--- config.mk ---
export PLATFORM = sky130hd
export DESIGN_NAME = dpid_integ
export DESIGN_NICKNAME = d
export VERILOG_FILES = /design/src/sv/dpid_pkg.sv /design/src/sv/dpid_integ.sv
export VERILOG_INCLUDE_DIRS = /design/src /design/src/sv
export SDC_FILE = /design/constraint.sdc
export NUM_CORES = 1
export LEC_CHECK = 0
export BUFFER_PORTS_ARGS = -buffer_cell sky130_fd_sc_hd__buf_2
export CAP_MARGIN = 25
export CORE_MARGIN = 2
export CORE_UTILIZATION = 45
export DETAILED_ROUTE_END_ITERATION = 6
export GPL_ROUTABILITY_DRIVEN = 0
export GPL_TIMING_DRIVEN = 0
export PLACE_DENSITY = 0.64
export SETUP_SLACK_MARGIN = 0.15
export SYNTH_ARGS = -nofsm -noshare
export SYNTH_HDL_FRONTEND = slang
export SYNTH_SLANG_ARGS = --single-unit
--- constraint.sdc ---
create_clock -name clk_i -period 5.3 [get_ports clk_i]
set_clock_uncertainty 0.1 [all_clocks]
set_input_delay 0.265 -clock clk_i [delete_from_list [all_inputs] [get_ports clk_i]]
set_output_delay 0.265 -clock clk_i [all_outputs]
set_load 0.01 [all_outputs]
--- src/sv/assert_macros.svh ---
// assertion macros shared by the drive pid rtl
// no dependencies; included by files that carry concurrent checks
`ifndef ASSERT_MACROS_SVH
`define ASSERT_MACROS_SVH

// check on an explicit clock, off while reset is asserted
`define ASSERT_AT(label, clk, rst_n, prop, msg) \
  label: assert property (@(posedge clk) disable iff (!rst_n) prop) else $error(msg);

// check on the house clock and reset names
`define ASSERT_CK(label, prop, msg) \
  `ASSERT_AT(label, clk_i, rst_ni, prop, msg)

`endif

--- src/sv/dpid_pkg.sv ---
// widths, register codes, reset values and shared types of the drive pid
// no dependencies; used by the interfaces and all modules
package dpid_pkg;

  localparam int PosW     = 24;  // target and encoder positions
  localparam int GainW    = 24;  // q8.16 gains and integral limit
  localparam int LimW     = 7;   // drive limits
  localparam int DrvW     = 8;   // drive outputs
  localparam int SideW    = PosW + 2;  // sum of three encoders
  localparam int AllW     = PosW + 3;  // sum of six encoders
  localparam int MagW     = 25;  // magnitude fed to the divide by three
  localparam int Div3W    = 26;
  localparam int Div3Sh   = 27;
  localparam int Div3ProdW = MagW + Div3W;
  localparam int QuoW     = Div3ProdW - Div3Sh;
  localparam int ErrW     = 25;
  localparam int DerW     = ErrW + 1;
  localparam int ProdW    = DerW + GainW + 1;
  localparam int AccW     = ProdW + 2;
  localparam int FracW    = 16;
  localparam int PwrW     = AccW - FracW;
  localparam int CfgIdxW  = 3;
  localparam int CfgDataW = 24;
  localparam int NStg     = 8;   // pipeline registers, input to output

  // floor(x / 3) == (x * Div3Mult) >> Div3Sh for every x below 2**Div3Sh
  localparam logic [Div3W-1:0] Div3Mult = Div3W'(((1 << Div3Sh) + 1) / 3);

  localparam logic [GainW-1:0] GainPRst   = GainW'(1901);
  localparam logic [GainW-1:0] GainIRst   = GainW'(0);
  localparam logic [GainW-1:0] GainDRst   = GainW'(590);
  localparam logic [LimW-1:0]  MoveLimRst = LimW'(127);
  localparam logic [LimW-1:0]  TurnLimRst = LimW'(127);
  localparam logic [GainW-1:0] IntLimRst  = GainW'(5000);

  typedef enum logic [CfgIdxW-1:0] {
    RegGainP    = 3'd0,
    RegGainI    = 3'd1,
    RegGainD    = 3'd2,
    RegMoveLim  = 3'd3,
    RegTurnLim  = 3'd4,
    RegIntegLim = 3'd5
  } cfg_reg_e;

  typedef struct packed {
    logic load;   // an item passes the integrator stage
    logic clear;  // drop the accumulated error first
    logic zero;   // stop request: keep the state
  } integ_ctl_t;

endpackage

--- src/sv/dpid_integ.sv ---
// integrator and derivative state of the drive pid: clamped error sum
// and last error; depends on dpid_pkg and assert_macros.svh
`include "assert_macros.svh"

module dpid_integ (
  input  logic                           clk_i,
  input  logic                           rst_ni,
  input  dpid_pkg::integ_ctl_t           ctl_i,
  input  logic signed [dpid_pkg::ErrW-1:0] err_i,
  input  logic [dpid_pkg::GainW-1:0]     lim_i,
  output logic signed [dpid_pkg::ErrW-1:0] sum_o,
  output logic signed [dpid_pkg::DerW-1:0] deriv_o
);
  import dpid_pkg::*;

  logic signed [ErrW-1:0] es_q, es_d, es_base;
  logic signed [ErrW-1:0] last_q, last_d;
  logic signed [DerW-1:0] raw, lim_s, clamped;

  assign es_base = ctl_i.clear ? '0 : es_q;
  assign raw     = DerW'(es_base) + DerW'(err_i);
  assign lim_s   = DerW'({1'b0, lim_i});

  always_comb begin
    if (raw > lim_s) begin
      clamped = lim_s;
    end else if (raw < -lim_s) begin
      clamped = -lim_s;
    end else begin
      clamped = raw;
    end
  end

  assign sum_o   = clamped[ErrW-1:0];
  assign deriv_o = DerW'(err_i) - DerW'(last_q);

  // a stop request leaves both values, except for an explicit clear
  assign es_d   = ctl_i.zero ? es_base : clamped[ErrW-1:0];
  assign last_d = ctl_i.zero ? last_q : err_i;

  always_ff @(posedge clk_i or negedge rst_ni) begin
    if (!rst_ni) begin
      es_q   <= '0;
      last_q <= '0;
    end else if (ctl_i.load) begin
      es_q   <= es_d;
      last_q <= last_d;
    end
  end

  `ASSERT_CK(integ_in_limit_a,
    ctl_i.load && !ctl_i.zero |=> (DerW'(es_q) <= lim_s && DerW'(es_q) >= -lim_s),
    "error sum outside the integral limit after an update")
  `ASSERT_CK(integ_stop_keeps_last_a,
    ctl_i.load && ctl_i.zero |=> $stable(last_q),
    "last error changed on a stop request")

endmodule

### Word level (Yosys, flattened, before mapping)

Cells that the tools add are included.

| word-level totals | value |
|---|---|
| register bits | 50 |
| output and inout bits | 51 |

| operators by class | value |
|---|---|
| reductions and logical operators | 1 |
| bitwise operators | 1 |
| $add $sub $neg | 3 |
| magnitude comparators | 2 |
| mux-type cells | 4 |

Operators by type and width:

| kind | count |
|---|---|
| $mux W25 | 4 |
| $add A25 B25 Y26 | 1 |
| $gt A26 B25 Y1 | 1 |
| $lt A26 B26 Y1 | 1 |
| $neg A24 Y26 | 1 |
| $sub A25 B25 Y26 | 1 |
| $reduce_and A2 Y1 | 1 |
| $not A1 Y1 | 1 |

### Depth between registers and ports, before layout

| depth | value |
|---|---|
| depth in word-level cells | 6 |
| mapped depth | 23 |

### Least setup slack after synthesis

No wires, ideal clock.

| path | value |
|---|---|
| kind | in2out |
| start point | in ctl_i[1] (netlist bit) |
| end point | out sum_o[2] (netlist bit) |
| arrival time | 4.806 ns |
| slack | 0.129 ns |
| path buffers | 3 |
| stages | 23 |
| cell sequence | clkbuf_1 > nor2b_1 > ha_1 > a21o_1 > a31o_2 > a221o_1 > a21oi_1 > a21boi_0 > a41oi_1 > xor2_1 > inv_1 > ha_1 > nand2_1 > nor4_1 > and3_1 > nand2_1 > or3_1 > o211ai_1 > a211o_1 > clkbuf_1 > buf_2 > a31oi_1 > a21oi_1 |

| on the way | value |
|---|---|
| cells in the longest elaborated chain, start to end | 5 |
| elaborated cells between the ends (all ways) | 6 |
| classes of those cells | 1 x add/sub; 2 x order compare; 3 x mux |

RTL lines:

| item | RTL line | source |
|---|---|---|
| from (decl) | dpid_integ.sv:8 | `input dpid_pkg::integ_ctl_t ctl_i,` |
| $mux W25 (*) | dpid_integ.sv:20 | `assign es_base = ctl_i.clear ? '0 : es_q;` |
| $add A25 B25 Y26 (*) | dpid_integ.sv:21 | `assign raw = DerW'(es_base) + DerW'(err_i);` |
| $lt A26 B26 Y1 | dpid_integ.sv:27 | `end else if (raw < -lim_s) begin` |
| $mux W25 | dpid_integ.sv:27 |  |
| $mux W25 (*) | dpid_integ.sv:25 | `if (raw > lim_s) begin` |
| to (decl) | dpid_integ.sv:11 | `output logic signed [dpid_pkg::ErrW-1:0] sum_o,` |

Mark *: on every way between the ends. The rest lies on a longest branch, timed or not.

### Worst setup path in the final report

| path | value |
|---|---|
| start point | reg es_q[0] |
| end point | out sum_o[8] (netlist bit) |

| on the way | value |
|---|---|
| cells in the longest elaborated chain, start to end | 5 |
| elaborated cells between the ends (all ways) | 6 |
| classes of those cells | 1 x add/sub; 2 x order compare; 3 x mux |

RTL lines:

| item | RTL line | source |
|---|---|---|
| from (decl) | dpid_integ.sv:16 | `logic signed [ErrW-1:0] es_q, es_d, es_base;` |
| from (signal assigned) | dpid_integ.sv:46 | `es_q <= es_d;` |
| $mux W25 (*) | dpid_integ.sv:20 |  |
| $add A25 B25 Y26 (*) | dpid_integ.sv:21 |  |
| $lt A26 B26 Y1 | dpid_integ.sv:27 |  |
| $mux W25 | dpid_integ.sv:27 |  |
| $mux W25 (*) | dpid_integ.sv:25 |  |

Marked as above.

==> out/qor.yml <==
run_status:
  outcome: "complete, but fails checks"
  violations: "setup timing"
min_path:
  min_from: "err_i[5]"
  hold_class: "in -> reg"
  hold_end: "last_q[5]"
  hold_path_depth: 3
timing:
  relSlewSlack: 0.288
  max_clock_freq_ghz: 0.163
  rsz0062_at_grt: "yes"
  period_needed_ns: 6.14
  slew_violations: 0
  setup_viol: 50
  setup_ws_ns: -0.842
  worst_pin_slew_ns: 1.07
  fin_crit_sh: 1.16
  finalHoldViolations: 0
yosys:
  synthFlopType: "dfrtp_1"
  synth_cell_types: 68
  yosys.area_share.simple: 0.224
  synth-seq-cells: 50
  ys_seq_area_frac: 0.179
  syn_nets: 1066
  async_flop_share: 1.00
  synth_top_area_share: 0.179
  yosysWarnings: 0
  synth_edf_count: 0
  synth_compound_area_frac: 0.247
  synth.avg_cell_area_um2: 7.67
  synth-xor-area-share: 0.0687
  syn_inst: 912
  synthMuxAreaShare: 0.0394
  synth_top_family_by_area: "compound AO/OA/AOI/OAI gates"
  yosys-top-cells-area: "dfrtp_1 18%, ha_1 18%, xnor2_1 5.4%, nand2_1 5.0%, a21oi_1 4.2%"
  syn-cell-area_mm2: 0.00699
  netlist_top_cells_count: "98 x ha_1, 93 x nand2_1, 75 x inv_1"
  synth_area_leader_cell: "dfrtp_1"
  yosysMostFrequentCell: "ha_1"
  synth-adder-area-share: 0.183
setup_path:
  critPathMaxFanout: 6
  r2r_cells: 27
  path_class: "reg -> out"
  path_cells: "nor2b_4, ha_4, fa_2, a211oi_2, nor2_2, o221a_4, a311oi_4, nor2_1, a21oi_1, xor2_1, inv_1, ha_4, nand4_1, nor3_2, o211ai_1, a41oi_2, nand2b_4, o211ai_1, a211oi_4, buf_4, buf_8, nor2_4, a21oi_2, buf_2"
  cp_slowest_cell: "a211oi_4"
  end_kind: "output port"
  startpoint: "es_q[0]"
  r2r-end: "es_q[19]"
  cp_data_arrival_time_ns: 5.78
  cp.required_ns: 4.93
  start_kind: "flop"
  slowest_delay_ns: 0.45
  rr_startpoint: "es_q[0]"
  reg2reg_slack_ns: -0.66
die:
  die_w_um: 129
  ios: 105
  core_mm2: 0.0152
  die-area_mm2: 0.0166
  num_rows: 45
  start_util: 0.460
  die_y_um: 129
final_layout:
  nets: 1239
  final_cell_area_mm2: 0.00955
  diodes: 0
  num-fill-cells: 1297
  drive_above_1_share: 0.295
  final-seq-area_mm2: 0.00125
  area_growth_pct: 36.6
  multi_input_area_mm2: 0.00617
  utilization: 0.628
route:
  drc: 0
  drtAntennaViolNets: 0
  routed_via_density: 5.92
  vias: 7547
  avgRoutedWirePerCell_um: 18.2
  first_pass_iters: 7
  wl_um: 23200
  drt_first_iter_violations: 546
place:
  io_buffers: 102
  dpl_cell_area_mm2: 0.00776
  hpwl_um: 16500
global_routing:
  grt_max_degree: 27
  antenna_found_initial: 0
  grt_pass1_wl_um: 35000
  grt-ovfl-total: 0
  grt_pass1_vias: 7003
  track_usage: 0.263
run:
  maxCapViolations: 0
clocking:
  numClockSinks: 50
  cts_tree: "yes"
  cts_max_level: 2
  clkLatencyLatePin_ns: 0.30
  ctsRootBufferMaster: "clkbuf_16"
  clk_pin_slew_worst_paths_ns: 0.07
  cts_buffers: 5
  cts_buffer_depth: 2
pwr:
  power_per_cell_area_mw_per_mm2: 610
  p_leak_nw: 4.47
  peakVddDrop_uv: 280
==> flip-flops by register name, indices dropped and copies added, names as in the netlist <==
register and cells:
es_q 25, last_q 25
==> per-stage QoR <==
stage          instances  total power, W  hold WS [ns]  setup TNS, ns  setup WS, ns
2_1_floorplan        912         0.00264        -0.131              0         0.246
3_5_place_dp        1203         0.00350         0.202         -42.88         -1.16
6_report            1274         0.00582         0.127         -25.14        -0.842
3_3_place_gp        1202         0.00348         0.360         -43.80         -1.17
4_1_cts             1252         0.00505         0.122         -11.68        -0.507
5_1_grt             1274         0.00613         0.131         -33.96        -0.995
==> worst max-delay path: cells and delay by family (launching register included) <==
| family | cells | cell delay, ns |
|---|---|---|
| AO/OA/AOI/OAI | 9 | 2.28 |
| AND/OR/NAND/NOR | 7 | 0.91 |
| buffers and inverters | 4 | 0.71 |
| adder cells (fa/ha/maj) | 3 | 0.83 |
| flip-flops | 1 | 0.38 |
| XOR/XNOR | 1 | 0.35 |
==> power breakdown <==
part,internal (W),leakage (nW),switching [W]
logic,0.00234,3.76,0.00258
registers,0.000497,0.624,0.0000491
clock network,0.000214,0.0832,0.000142
total,0.00305,4.47,0.00277
==> layer usage <==
metal | vias up | global-route usage | share of wire
met5 | - | 0 | 0
met4 | 0 | 0.121 | 0.045
met3 | 82 | 0.0229 | 0.069
met2 | 368 | 0.430 | 0.45
met1 | 3473 | 0.353 | 0.43
li1 | 3624 | - | -
==> placed cells by master (no fill, tap or decap), types with 8 or more instances in the layout <==
cell and instances:
buf_2 97, nor3_1 13, nand2b_1 15, o21a_1 18, mux2i_1 14, o21ai_0 51
a21o_1 24, buf_4 35, a21oi_1 40, nor2b_1 35, nor2_1 53, dfrtp_1 50
buf_6 26, a21oi_2 13, xnor2_1 40, inv_1 74, nor2_2 10, nand3_1 18
nand2_1 91, a211oi_1 8, o31ai_1 14, clkbuf_1 20, and3_1 11, ha_1 92
xor2_1 10, a31o_2 8
==> layout make-up <==
cell class              count  area share
plain buffers              30      0.0216
clock buffers               8      0.0174
inverters                  75      0.0295
multi-input cells         757       0.646
flip-flops and latches     50       0.131
well taps                 188      0.0246
repair buffers            166       0.130
==> how the worst max path moves through the flow <==
stage / endpoint / slack [ns] / cells past startpoint
final: sum_o[8] / -0.84 / 24
after global routing: sum_o[8] / -0.99 / 24
after CTS: sum_o[9] / -0.51 / 23
after detailed placement: sum_o[9] / -1.16 / 25
after global placement: sum_o[9] / -1.17 / 25
after floorplan: sum_o[2] / 0.25 / 23
==> cell families (layout without fill, tap and decap cells) <==
kind of cell / Yosys count / count (layout)
buffers and inverters: 105 / 279
AND/OR/NAND/NOR: 316 / 316
XOR/XNOR: 54 / 54
AO/OA/AOI/OAI: 259 / 259
multiplexers: 27 / 27
flip-flops: 50 / 50
adder cells (fa/ha/maj): 101 / 101
==> what timing repair did <==
action,in CTS,in global routing
buffers inserted,34,20
cloned,6,1
pin swaps,35,28
hold buffers,1,0
endpoints found under the hold margin,25,0
endpoints found under the setup margin,50,50
gates resized for setup,151,74
Note: power is estimated with default switching activity, not from simulation.
